===== src/hw/rtl/ole_pkg.sv =====
`default_nettype none

package ole_pkg;

    localparam int CAPACITY_DEF = 32;

    typedef enum logic [2:0] {
        OP_APPEND  = 3'd0,
        OP_INS_POS = 3'd1,
        OP_INS_ID  = 3'd2,
        OP_DEL_POS = 3'd3,
        OP_DEL_ID  = 3'd4,
        OP_DUMP    = 3'd5
    } op_t;

    typedef enum logic [1:0] {
        ST_OK       = 2'd0,
        ST_FULL     = 2'd1,
        ST_BADPOS   = 2'd2,
        ST_NOTFOUND = 2'd3
    } status_t;

    typedef enum logic [2:0] {
        S_IDLE,
        S_SEARCH,
        S_SHIFT_UP,
        S_SHIFT_DN,
        S_DUMP
    } state_t;

    typedef struct packed {
        logic [2:0]         op;
        logic [4:0]         position;
        logic signed [31:0] entry_id;
        logic signed [31:0] key_id;
    } req_t;

    typedef struct packed {
        logic [1:0]         status;
        logic signed [31:0] out_id;
        logic [4:0]         out_index;
        logic               entry_valid;
        logic [5:0]         count;
        logic               last;
    } res_t;

endpackage

`default_nettype wire


===== src/hw/rtl/ole_mem.sv =====
`default_nettype none

module ole_mem #(
    parameter int DEPTH = ole_pkg::CAPACITY_DEF,
    parameter int AW    = $clog2(DEPTH)
) (
    input  wire logic          clk,
    input  wire logic          we,
    input  wire logic [AW-1:0] waddr,
    input  wire logic [31:0]   wdata,
    input  wire logic [AW-1:0] raddr,
    output logic [31:0]        rdata
);

    logic [31:0] mem [DEPTH];

    always_ff @(posedge clk)
    begin
        if (we)
        begin
            mem[waddr] <= wdata;
        end
    end

    always_ff @(posedge clk)
    begin
        rdata <= mem[raddr];
    end

endmodule

`default_nettype wire


===== src/hw/rtl/ordered_list_engine.sv =====
`default_nettype none

// Ordered list of up to CAPACITY signed ids held in one single-port-read,
// single-port-write RAM, in list order. A request is taken when start is high
// and busy is low. Every request except a dump gives one result; a dump gives
// one result per entry on consecutive cycles (one for an empty list), with
// last set on the final one. Results appear in the cycle after the decision,
// strobed by result_strobe for one cycle each; there is no way to hold them
// off, so the receiver must take them as they come. Timing is set by the RAM
// walk, one entry a cycle: a rejected request, an empty dump or an unused op
// code is decided in the accept cycle and never raises busy; an append writes
// its entry at the tail directly; insert at position moves each entry from the
// tail down to the position up by one, then writes the new entry; delete at
// position moves each later entry down by one; a search op reads from the head
// until a match or the end, then does its shift; a dump reads every entry in
// order. The longest request is a delete by id on a full list.
module ordered_list_engine #(
    parameter int CAPACITY = ole_pkg::CAPACITY_DEF
) (
    input  wire logic          clk,
    input  wire logic          rst_n,
    input  wire logic          start,
    output logic               busy,
    input  wire ole_pkg::req_t req,
    output ole_pkg::res_t      result,
    output logic               result_strobe
);

    localparam int IW = $clog2(CAPACITY);
    localparam int CW = $clog2(CAPACITY + 1);

    ole_pkg::state_t    state_reg, state_next;
    logic [CW-1:0]      count_reg, count_next;
    logic [CW-1:0]      cur_reg, cur_next;
    logic [CW-1:0]      at_reg, at_next;
    logic               pend_reg, pend_next;
    logic [IW-1:0]      wa_reg, wa_next;
    logic               rd_vld_reg, rd_vld_next;
    logic [IW-1:0]      rd_idx_reg, rd_idx_next;
    logic [2:0]         op_reg, op_next;
    logic [31:0]        eid_reg, eid_next;
    logic [31:0]        key_reg, key_next;
    ole_pkg::res_t      res_reg, res_next;
    logic               res_vld_reg, res_vld_next;

    logic               mem_we;
    logic [IW-1:0]      mem_waddr;
    logic [31:0]        mem_wdata;
    logic [IW-1:0]      mem_raddr;
    logic [31:0]        mem_rdata;

    // accept decode
    logic               accept;
    logic               full;
    logic               badpos;
    ole_pkg::state_t    acc_state;
    ole_pkg::status_t   acc_status;
    logic [CW-1:0]      acc_at;
    logic [CW-1:0]      acc_cur;

    logic               issue_up;
    logic               issue_dn;
    logic               issue_rd;
    logic               match;
    logic               miss;
    logic               idx_last;
    logic [CW-1:0]      rd_idx_ext;

    assign accept     = start && (state_reg == ole_pkg::S_IDLE);
    assign full       = 32'(count_reg) >= 32'(CAPACITY);
    assign badpos     = {27'b0, req.position} >= 32'(count_reg);
    assign rd_idx_ext = CW'(rd_idx_reg);
    assign issue_up   = cur_reg > at_reg;
    assign issue_dn   = (32'(cur_reg) + 32'd1) < 32'(count_reg);
    assign issue_rd   = cur_reg < count_reg;
    assign match      = rd_vld_reg && (mem_rdata == key_reg);
    assign miss       = !match && !issue_rd;
    assign idx_last   = (rd_idx_ext + CW'(1)) == count_reg;

    always_comb
    begin
        acc_state  = ole_pkg::S_IDLE;
        acc_status = ole_pkg::ST_OK;
        acc_at     = count_reg;
        acc_cur    = count_reg;
        unique case (req.op)
            ole_pkg::OP_APPEND:
            begin
                if (full)
                    acc_status = ole_pkg::ST_FULL;
                else
                    acc_state = ole_pkg::S_SHIFT_UP;
            end
            ole_pkg::OP_INS_POS:
            begin
                if (full)
                    acc_status = ole_pkg::ST_FULL;
                else if (badpos)
                    acc_status = ole_pkg::ST_BADPOS;
                else
                begin
                    acc_state = ole_pkg::S_SHIFT_UP;
                    acc_at    = CW'(req.position);
                end
            end
            ole_pkg::OP_INS_ID:
            begin
                if (full)
                    acc_status = ole_pkg::ST_FULL;
                else
                begin
                    acc_state = ole_pkg::S_SEARCH;
                    acc_cur   = '0;
                end
            end
            ole_pkg::OP_DEL_POS:
            begin
                if (badpos)
                    acc_status = ole_pkg::ST_BADPOS;
                else
                begin
                    acc_state = ole_pkg::S_SHIFT_DN;
                    acc_cur   = CW'(req.position);
                end
            end
            ole_pkg::OP_DEL_ID:
            begin
                acc_state = ole_pkg::S_SEARCH;
                acc_cur   = '0;
            end
            ole_pkg::OP_DUMP:
            begin
                if (count_reg != '0)
                begin
                    acc_state = ole_pkg::S_DUMP;
                    acc_cur   = '0;
                end
            end
            default:
            begin
                acc_state = ole_pkg::S_IDLE;
            end
        endcase
    end

    // next state
    always_comb
    begin
        state_next = state_reg;
        unique case (state_reg)
            ole_pkg::S_IDLE:
            begin
                if (start)
                    state_next = acc_state;
            end
            ole_pkg::S_SEARCH:
            begin
                if (match)
                    state_next = (op_reg == ole_pkg::OP_INS_ID) ? ole_pkg::S_SHIFT_UP
                                                                : ole_pkg::S_SHIFT_DN;
                else if (miss)
                    state_next = ole_pkg::S_IDLE;
            end
            ole_pkg::S_SHIFT_UP:
            begin
                if (!issue_up && !pend_reg)
                    state_next = ole_pkg::S_IDLE;
            end
            ole_pkg::S_SHIFT_DN:
            begin
                if (!issue_dn && !pend_reg)
                    state_next = ole_pkg::S_IDLE;
            end
            ole_pkg::S_DUMP:
            begin
                if (rd_vld_reg && idx_last)
                    state_next = ole_pkg::S_IDLE;
            end
            default:
            begin
                state_next = ole_pkg::S_IDLE;
            end
        endcase
    end

    // datapath and outputs
    always_comb
    begin
        count_next   = count_reg;
        cur_next     = cur_reg;
        at_next      = at_reg;
        pend_next    = 1'b0;
        wa_next      = wa_reg;
        rd_vld_next  = 1'b0;
        rd_idx_next  = rd_idx_reg;
        op_next      = op_reg;
        eid_next     = eid_reg;
        key_next     = key_reg;
        res_next     = res_reg;
        res_vld_next = 1'b0;
        mem_we       = 1'b0;
        mem_waddr    = wa_reg;
        mem_wdata    = mem_rdata;
        mem_raddr    = cur_reg[IW-1:0];

        // drain a pending shift move
        if (pend_reg)
            mem_we = 1'b1;

        unique case (state_reg)
            ole_pkg::S_IDLE:
            begin
                if (accept)
                begin
                    op_next  = req.op;
                    eid_next = req.entry_id;
                    key_next = req.key_id;
                    at_next  = acc_at;
                    cur_next = acc_cur;
                    if (acc_state == ole_pkg::S_IDLE)
                    begin
                        res_vld_next         = 1'b1;
                        res_next.status      = acc_status;
                        res_next.out_id      = '0;
                        res_next.out_index   = '0;
                        res_next.entry_valid = 1'b0;
                        res_next.count       = 6'(count_reg);
                        res_next.last        = 1'b1;
                    end
                end
            end
            ole_pkg::S_SEARCH:
            begin
                if (match)
                begin
                    if (op_reg == ole_pkg::OP_INS_ID)
                    begin
                        at_next  = rd_idx_ext + CW'(1);
                        cur_next = count_reg;
                    end
                    else
                    begin
                        at_next  = rd_idx_ext;
                        cur_next = rd_idx_ext;
                    end
                end
                else if (miss)
                begin
                    res_vld_next         = 1'b1;
                    res_next.status      = ole_pkg::ST_NOTFOUND;
                    res_next.out_id      = '0;
                    res_next.out_index   = '0;
                    res_next.entry_valid = 1'b0;
                    res_next.count       = 6'(count_reg);
                    res_next.last        = 1'b1;
                end
                else
                begin
                    rd_vld_next = 1'b1;
                    rd_idx_next = cur_reg[IW-1:0];
                    cur_next    = cur_reg + CW'(1);
                end
            end
            ole_pkg::S_SHIFT_UP:
            begin
                mem_raddr = IW'(cur_reg - CW'(1));
                if (issue_up)
                begin
                    pend_next = 1'b1;
                    wa_next   = cur_reg[IW-1:0];
                    cur_next  = cur_reg - CW'(1);
                end
                else if (!pend_reg)
                begin
                    mem_we               = 1'b1;
                    mem_waddr            = at_reg[IW-1:0];
                    mem_wdata            = eid_reg;
                    count_next           = count_reg + CW'(1);
                    res_vld_next         = 1'b1;
                    res_next.status      = ole_pkg::ST_OK;
                    res_next.out_id      = '0;
                    res_next.out_index   = '0;
                    res_next.entry_valid = 1'b0;
                    res_next.count       = 6'(count_reg + CW'(1));
                    res_next.last        = 1'b1;
                end
            end
            ole_pkg::S_SHIFT_DN:
            begin
                mem_raddr = IW'(cur_reg + CW'(1));
                if (issue_dn)
                begin
                    pend_next = 1'b1;
                    wa_next   = cur_reg[IW-1:0];
                    cur_next  = cur_reg + CW'(1);
                end
                else if (!pend_reg)
                begin
                    count_next           = count_reg - CW'(1);
                    res_vld_next         = 1'b1;
                    res_next.status      = ole_pkg::ST_OK;
                    res_next.out_id      = '0;
                    res_next.out_index   = '0;
                    res_next.entry_valid = 1'b0;
                    res_next.count       = 6'(count_reg - CW'(1));
                    res_next.last        = 1'b1;
                end
            end
            ole_pkg::S_DUMP:
            begin
                if (issue_rd)
                begin
                    rd_vld_next = 1'b1;
                    rd_idx_next = cur_reg[IW-1:0];
                    cur_next    = cur_reg + CW'(1);
                end
                if (rd_vld_reg)
                begin
                    res_vld_next         = 1'b1;
                    res_next.status      = ole_pkg::ST_OK;
                    res_next.out_id      = mem_rdata;
                    res_next.out_index   = 5'(rd_idx_reg);
                    res_next.entry_valid = 1'b1;
                    res_next.count       = 6'(count_reg);
                    res_next.last        = idx_last;
                end
            end
            default:
            begin
                res_vld_next = 1'b0;
            end
        endcase
    end

    always_ff @(posedge clk or negedge rst_n)
    begin
        if (!rst_n)
        begin
            state_reg   <= ole_pkg::S_IDLE;
            count_reg   <= '0;
            pend_reg    <= 1'b0;
            rd_vld_reg  <= 1'b0;
            res_vld_reg <= 1'b0;
        end
        else
        begin
            state_reg   <= state_next;
            count_reg   <= count_next;
            pend_reg    <= pend_next;
            rd_vld_reg  <= rd_vld_next;
            res_vld_reg <= res_vld_next;
        end
    end

    always_ff @(posedge clk)
    begin
        cur_reg    <= cur_next;
        at_reg     <= at_next;
        wa_reg     <= wa_next;
        rd_idx_reg <= rd_idx_next;
        op_reg     <= op_next;
        eid_reg    <= eid_next;
        key_reg    <= key_next;
        res_reg    <= res_next;
    end

    ole_mem #(
        .DEPTH (CAPACITY),
        .AW    (IW)
    ) u_mem (
        .clk   (clk),
        .we    (mem_we),
        .waddr (mem_waddr),
        .wdata (mem_wdata),
        .raddr (mem_raddr),
        .rdata (mem_rdata)
    );

    assign busy          = state_reg != ole_pkg::S_IDLE;
    assign result        = res_reg;
    assign result_strobe = res_vld_reg;

endmodule

`default_nettype wire


===== config.mk =====
export PLATFORM = sky130hd
export DESIGN_NAME = ordered_list_engine
export DESIGN_NICKNAME = d
export VERILOG_FILES = /design/src/hw/rtl/ole_pkg.sv /design/src/hw/rtl/ole_mem.sv /design/src/hw/rtl/ordered_list_engine.sv
export SDC_FILE = /design/constraint.sdc
export NUM_CORES = 2
export LEC_CHECK = 0
export ABC_CLOCK_PERIOD_IN_PS = 7990
export BUFFER_PORTS_ARGS = -buffer_cell sky130_fd_sc_hd__buf_2
export CORE_UTILIZATION = 30
export CTS_CLUSTER_DIAMETER = 50
export DETAILED_ROUTE_END_ITERATION = 16
export PLACE_DENSITY_LB_ADDON = 0.15
export SYNTH_ARGS = -nofsm -noshare
export SYNTH_HDL_FRONTEND = slang
export SYNTH_SLANG_ARGS = --single-unit

===== constraint.sdc =====
create_clock -name clk -period 7.99 [get_ports clk]
set_clock_uncertainty 0.05 [all_clocks]
set_input_delay 0.3995 -clock clk [delete_from_list [all_inputs] [get_ports clk]]
set_output_delay 0.3995 -clock clk [all_outputs]
set_load 0.01 [all_outputs]

# After elaboration in Yosys (flattened, before gate mapping)

Memory sizes are Yosys's and may differ from the RTL's. A register that Yosys moved wholly into a read port is not among the register bits.
Index checks and enable logic that the tools add are counted.
Widths: inputs -> output; s select.

$add $sub $neg: 6
Magnitude comparators: 5
Equality and inequality tests: 32
Muxes and demuxes: 88
Reduce and logical (&&, ||, !) cells: 29

Operators with widths:

| cell                | number |
|---|---|
| $mux 47             | 9 |
| $pmux 47 s5         | 1 |
| $mux 6              | 19 |
| $mux 32             | 3 |
| $mux 5              | 8 |
| $ne 2x2->1 const B  | 17 |
| $eq 32x32->1        | 1 |
| $pmux 5 s2          | 3 |
| $pmux 6 s5          | 1 |
| $pmux 6 s2          | 2 |
| $pmux 6 s4          | 1 |
| $mux 1              | 22 |
| $mux 3              | 7 |
| $pmux 3 s6          | 1 |
| $eq 3x2->1 const B  | 5 |
| $pmux 3 s5          | 1 |
| $add 6x1->6 const B | 2 |
| $mux 2              | 6 |
| $sub 6x1->6 const B | 2 |
| $reduce_and 10->1   | 1 |
| $reduce_and 5->1    | 2 |
| $eq 3x3->1 const B  | 3 |
| $logic_not 3->1     | 3 |
| $add 6x1->7 const B | 1 |
| 24 further kinds    | 39 |

Bits in registers: 148
Bits in writable memories: 1024
Input bits: 75
Output and inout port bits: 49
Logic and storage cells: 179
Memories kept: 1

Memory list:

| memory    | depth | bits a word | rd ports | clocked after memory_dff | wr ports | line          | RTL |
|---|---|---|---|---|---|---|---|
| u_mem.mem | 32    | 32          | 1        | 1                        | 1        | ole_mem.sv:15 | `logic [31:0] mem [DEPTH];` |

# Longest topological paths before layout

Word-level depth: 8
Mapped depth: 12
Depth with buffers taken out: 11

# Modules after synthesis

From an unflattened synthesis, not the netlist that was laid out.

Cells, all modules: 2872
Area, all modules: 48167.4 µm²

Modules (own cells, without submodules):

| module              | instances | cells each | area each (µm²) | seq. area each (µm²) |
|---|---|---|---|---|
| ole_mem             | 1         | 2260       | 40492.6         | 31390.1 |
| ordered_list_engine | 1         | 612        | 7674.9          | 4384.2 |

# Least setup slack after synthesis

OpenSTA, ideal clock, no wires.

Path kind: reg2reg
Start point: register state_reg[0]
End point: register res_reg, in the netlist result[0], enable pin
Library setup time: 0.478 ns
Arrival: 5.467 ns
Required time: 7.462 ns
Setup slack: 1.995 ns
Cell stages (with the launch flop): 7
Buffers on the path: 2
Period minus slack after synthesis: 5.995 ns
Cells stage by stage: dfrtp_1 > clkbuf_1 > buf_2 > nor3_1 > and2_1 > nand4b_1 > a41oi_1

Longest elaborated chain between the ends: 4
Elaborated cells on any way between the ends: 17
Those cells by class: eq/ne (13); reduce/logical (4)

RTL lines:

| what                                 | line                                                  | RTL |
|---|---|---|
| start: declaration                   | ordered_list_engine.sv:32                             | `ole_pkg::state_t state_reg, state_next;` |
| start signal: assignment             | ordered_list_engine.sv:339                            | `state_reg <= ole_pkg::S_IDLE;` |
| start signal: assignment             | ordered_list_engine.sv:347                            | `state_reg <= state_next;` |
| $logic_not 3->1                      | ordered_list_engine.sv:69, ordered_list_engine.sv:210 |  |
| $logic_and 1x1->1                    | ordered_list_engine.sv:69                             | `assign accept = start && (state_reg == ole_pkg::S_IDLE);` |
| $ne 2x2->1 (no source line)          | n/a                                                   |  |
| $reduce_and 10->1 (no source line) * | n/a                                                   |  |
| end signal: assignment               | ordered_list_engine.sv:364                            | `res_reg <= res_next;` |
| end: declaration                     | ordered_list_engine.sv:43                             | `ole_pkg::res_t res_reg, res_next;` |

Every way passes the cells marked *; elsewhere a longest branch is shown, timed or not.
A chain may end at the register's enable or synchronous reset.

# Final worst setup path

Start point: register cur_reg[4]
End point: memory u_mem.mem[12][12], enable pin

Longest elaborated chain between the ends: 5
Elaborated cells on any way between the ends: 7
Those cells by class: order compare (1); mux (6)

RTL lines:

| what                         | line                       | RTL |
|---|---|---|
| start: declaration           | ordered_list_engine.sv:34  | `logic [CW-1:0] cur_reg, cur_next;` |
| start signal: assignment     | ordered_list_engine.sv:357 | `cur_reg <= cur_next;` |
| $gt 6x6->1 *                 | ordered_list_engine.sv:73  | `assign issue_up = cur_reg > at_reg;` |
| $mux 1                       | ordered_list_engine.sv:267 | `if (issue_up)` |
| $mux 1                       | ordered_list_engine.sv:210 | `unique case (state_reg)` |
| $mux 1                       | ole_mem.sv:19              | `if (we)` |
| $mux 1 (implied by the code) | ole_mem.sv:21              | `mem[waddr] <= wdata;` |
| end: declaration             | ole_mem.sv:15              |  |

Marked as above.

==> impl_metrics.env <==
export IMPL_status="complete, no violations"
export IMPL_hold_end="op_reg[1]$_DFFE_PP_"
export IMPL_cts_resized=0
export IMPL_min_period_ns=4.71
export IMPL_hold_viol=0
export IMPL_grt_pass1_wl_um=184000
export IMPL_grt_max_degree=118
export IMPL_postCtsSetupBuffers=0
export IMPL_pwr_share_seq_pct=35.1
export IMPL_synthMuxAreaShare_pct=16.0
export IMPL_grt_overflow=0
export IMPL_syn_to_final_growth_pct=19.4
export IMPL_crit_start="cur_reg[4]$_DFFE_PP_"
export IMPL_synthSimpleGateAreaFrac_pct=2.52
export IMPL_fill_cells=14400
export IMPL_grt_pass1_vias=24200
export IMPL_htree_levels=4
export IMPL_synth_ff_type="edfxtp_1"
export IMPL_fin_nets=2651
export IMPL_setup_viol=0
export IMPL_core_um2=156000
export IMPL_max_freq_mhz=212
export IMPL_p_int_w=0.0173
export IMPL_worstHoldPathCells=2
export IMPL_fin_setup_tns_ns=0
export IMPL_instances_no_fill=4732
export IMPL_netlist_area_um2=47300
export IMPL_drive_gt1_share_pct=28.4
export IMPL_cp_max_fo=50
export IMPL_path_clk_slew_ns=0.05
export IMPL_finalMaxSlewViolations=0
export IMPL_reg2reg_to="u_mem.mem[12][12]$_DFFE_PP_"
export IMPL_comb_power_share_pct=40.2
export IMPL_reg2reg_depth=10
export IMPL_relSlewSlack_pct=16.3
export IMPL_hold_path_class="in -> reg"
export IMPL_clock_latency_ns=0.76
export IMPL_worstHoldStart="start"
export IMPL_num_rows=145
export IMPL_clock_root_buffer="clkbuf_16"
export IMPL_peakVddDrop_mv=0.468
export IMPL_antenna_left=0
export IMPL_reg2reg_slack_ns=3.28
export IMPL_r2r_start="cur_reg[4]$_DFFE_PP_"
export IMPL_post_drt_wl_per_cell_um=27.6
export IMPL_yosys_warnings=0
export IMPL_synth_cell_type_count=62
export IMPL_rsz0062_at_grt="no"
export IMPL_die_height_um=399
export IMPL_syn_instance_count=2265
export IMPL_cts_buffers_inserted=150
export IMPL_end_kind="flip-flop"
export IMPL_avgSynthCellArea_um2=20.9
export IMPL_p_sw_w=0.0101
export IMPL_antenna_found_initial=7
export IMPL_cts_buffer_depth=3
export IMPL_drc=0
export IMPL_power_density_nw_per_um2=485
export IMPL_gp_congestion=0.821
export IMPL_ys_ff_latch=1204
export IMPL_fp_dieW_um=399
export IMPL_maxCapViolCount=0
export IMPL_syn_nets=2367
export IMPL_synthArstFlopShare_pct=0.997
export IMPL_die_area_um2=159000
export IMPL_synth_edff_count=1160
export IMPL_drtPass1Iterations=5
export IMPL_vias=23700
export IMPL_top_register="u_mem.mem"
export IMPL_hpwl_um=77700
export IMPL_drt_iter0_drc=2164
export IMPL_synth_adder_area_share_pct=0.714
export IMPL_port_buffers=123
export IMPL_critical_path_required_ns=8.34
export IMPL_start_kind="flip-flop"
export IMPL_fin_crit_sh_pct=58.9
export IMPL_synth_xor_area_share_pct=1.20
export IMPL_worst_slew_pin_slew_ns=1.25
export IMPL_synth_top_family_by_area="multiplexers"
export IMPL_p_leak_nw=18.6
export IMPL_worst_setup_path_type="reg -> reg"
export IMPL_synth_compound_area_share_pct=2.65
export IMPL_worstPathArrival_ns=5.06
export IMPL_start_util_pct=30.3
export IMPL_wl_um=130000
export IMPL_place_inst=4385
export IMPL_io_pins=124
export IMPL_vias_per_cell=5.01
export IMPL_largest_register_ffs=1024
export IMPL_clock_power_share_pct=24.7
export IMPL_cts_tree="yes"
export IMPL_switching_share_pct=37.0
export IMPL_ys_seq_area_share_pct=75.6
export IMPL_cts_sinks=1204
export IMPL_track_usage_pct=16.4
[cell families after synthesis]
| group | Yosys count |
|---|---|
| xor+xnor | 64 |
| mux | 432 |
| buf+inv | 140 |
| fa+ha+maj | 27 |
| simple gates | 231 |
| flops | 1204 |
| compound gates | 167 |
[power groups by stage]
stage	Sequential (W)	Clock, W	Combinational [W]
3_5_place_dp	0.00975	0	0.0112
5_1_grt	0.00969	0.00718	0.0118
2_1_floorplan	0.00949	0	0.00702
4_1_cts	0.00963	0.00694	0.0113
6_report	0.00961	0.00678	0.0110
3_3_place_gp	0.00973	0	0.0111
[synthesized netlist by cell type, types with 8 or more instances]
cell | n | area (µm²)
edfxtp_1 | 1160 | 34800
mux4_2 | 256 | 5770
mux2i_1 | 140 | 1400
buf_2 | 72 | 360
nor2_1 | 70 | 263
clkbuf_1 | 41 | 154
and3_1 | 40 | 250
xor2_1 | 39 | 342
nand2_1 | 38 | 143
mux2_2 | 36 | 405
o22a_1 | 34 | 298
dfxtp_1 | 32 | 641
o221ai_1 | 32 | 280
ha_1 | 27 | 338
a21oi_1 | 26 | 130
xnor2_1 | 24 | 210
inv_1 | 21 | 78.8
o21ai_0 | 20 | 100
nor4_1 | 18 | 113
nor3_1 | 13 | 65.1
dfrtp_1 | 12 | 300
nand3_1 | 11 | 55.1
nor2b_1 | 10 | 62.6
a31oi_1 | 9 | 56.3
a221oi_1 | 8 | 70.1
[critical path: stages, from the launching register on]
cell      delay [ns]
edfxtp_1        0.57
ha_1            0.40
a21oi_1         0.17
a21boi_0        0.13
o31a_1          0.39
or3_2           0.44
buf_4           0.35
nor4_1          0.38
a41oi_1         0.30
nor2_4          0.68
buf_4           0.46
[metrics by stage]
stage / setup slack (ns) / hold slack [ns] / instance area [µm²] / total power (W) / util, %
after floorplan: 2.00 / 0.0539 / 47300 / 0.0165 / -
after global placement: 3.37 / 0.284 / 50800 / 0.0208 / 32.5
after detailed placement: 3.31 / 0.283 / 50800 / 0.0210 / 32.5
after CTS: 3.31 / 0.0674 / 56500 / 0.0279 / 36.1
after global routing: 3.00 / 0.105 / 56500 / 0.0287 / 36.1
final: 3.28 / 0.136 / 56500 / 0.0274 / 36.1
[cells in the final DEF (no fill, tap or decap), types with 12 or more instances in the layout]
| cell type | synthesis | routed |
|---|---|---|
| nor2_4 | 1 | 33 |
| xor2_1 | 39 | 39 |
| clkinv_2 | 0 | 16 |
| mux2_2 | 36 | 36 |
| nor4_1 | 18 | 18 |
| clkinv_1 | 1 | 14 |
| ha_1 | 27 | 27 |
| edfxtp_1 | 1160 | 1160 |
| mux2i_1 | 140 | 140 |
| a21oi_1 | 26 | 23 |
| nand2_1 | 38 | 36 |
| bufinv_16 | 0 | 15 |
| dfxtp_1 | 32 | 32 |
| buf_2 | 72 | 123 |
| o221ai_1 | 32 | 32 |
| o21ai_0 | 20 | 20 |
| xnor2_1 | 24 | 22 |
| and3_1 | 40 | 40 |
| buf_4 | 3 | 53 |
| clkbuf_16 | 0 | 155 |
| inv_6 | 0 | 13 |
| dfrtp_1 | 12 | 12 |
| inv_1 | 21 | 21 |
| o22a_1 | 34 | 34 |
| nor3_1 | 13 | 13 |
| dlygate4sd3_1 | 0 | 70 |
| nor2_1 | 70 | 37 |
| mux4_2 | 256 | 256 |
| clkbuf_1 | 41 | 30 |
[final cells by class]
| type | instances | area [µm²] | share of cell area, % |
|---|---|---|---|
| clock inverter | 84 | 951 | 1.68 |
| clock buffer | 189 | 4050 | 7.16 |
| sequential | 1204 | 35800 | 63.3 |
| tap | 2058 | 2570 | 4.56 |
| inverter | 22 | 82.6 | 0.146 |
| antenna | 4 | 10.0 | 0.0177 |
| multi-input combinational | 921 | 11300 | 19.9 |
| timing repair buffer | 250 | 1790 | 3.18 |
[metal layers]
metal | vias to the layer above | GRT usage [%] | share of wire, %
met5 | - | 0 | 0.010
met4 | 2 | 4.74 | 2.4
met3 | 197 | 3.30 | 5.5
met2 | 696 | 25.4 | 46
met1 | 12800 | 23.2 | 46
li1 | 10000 | - | -
[how the worst max path moves through the flow]
stage	endpoint	slack, ns	depth (start not counted)
after floorplan	result[0]$_DFFE_PP_	2.00	6
final	u_mem.mem[12][12]$_DFFE_PP_	3.28	10
after CTS	u_mem.mem[12][12]$_DFFE_PP_	3.31	10
after global placement	u_mem.mem[1][13]$_DFFE_PP_	3.37	9
after global routing	u_mem.mem[12][12]$_DFFE_PP_	3.00	10
after detailed placement	u_mem.mem[1][18]$_DFFE_PP_	3.31	9
[what timing repair did]
| item | 4_1_cts | 5_1_grt |
|---|---|---|
| hold endpoints to repair | 79 | 0 |
| setup endpoints to repair | 0 | 0 |
| hold buffers | 70 | 0 |
No activity file was read; power rests on OpenSTA's default activity.
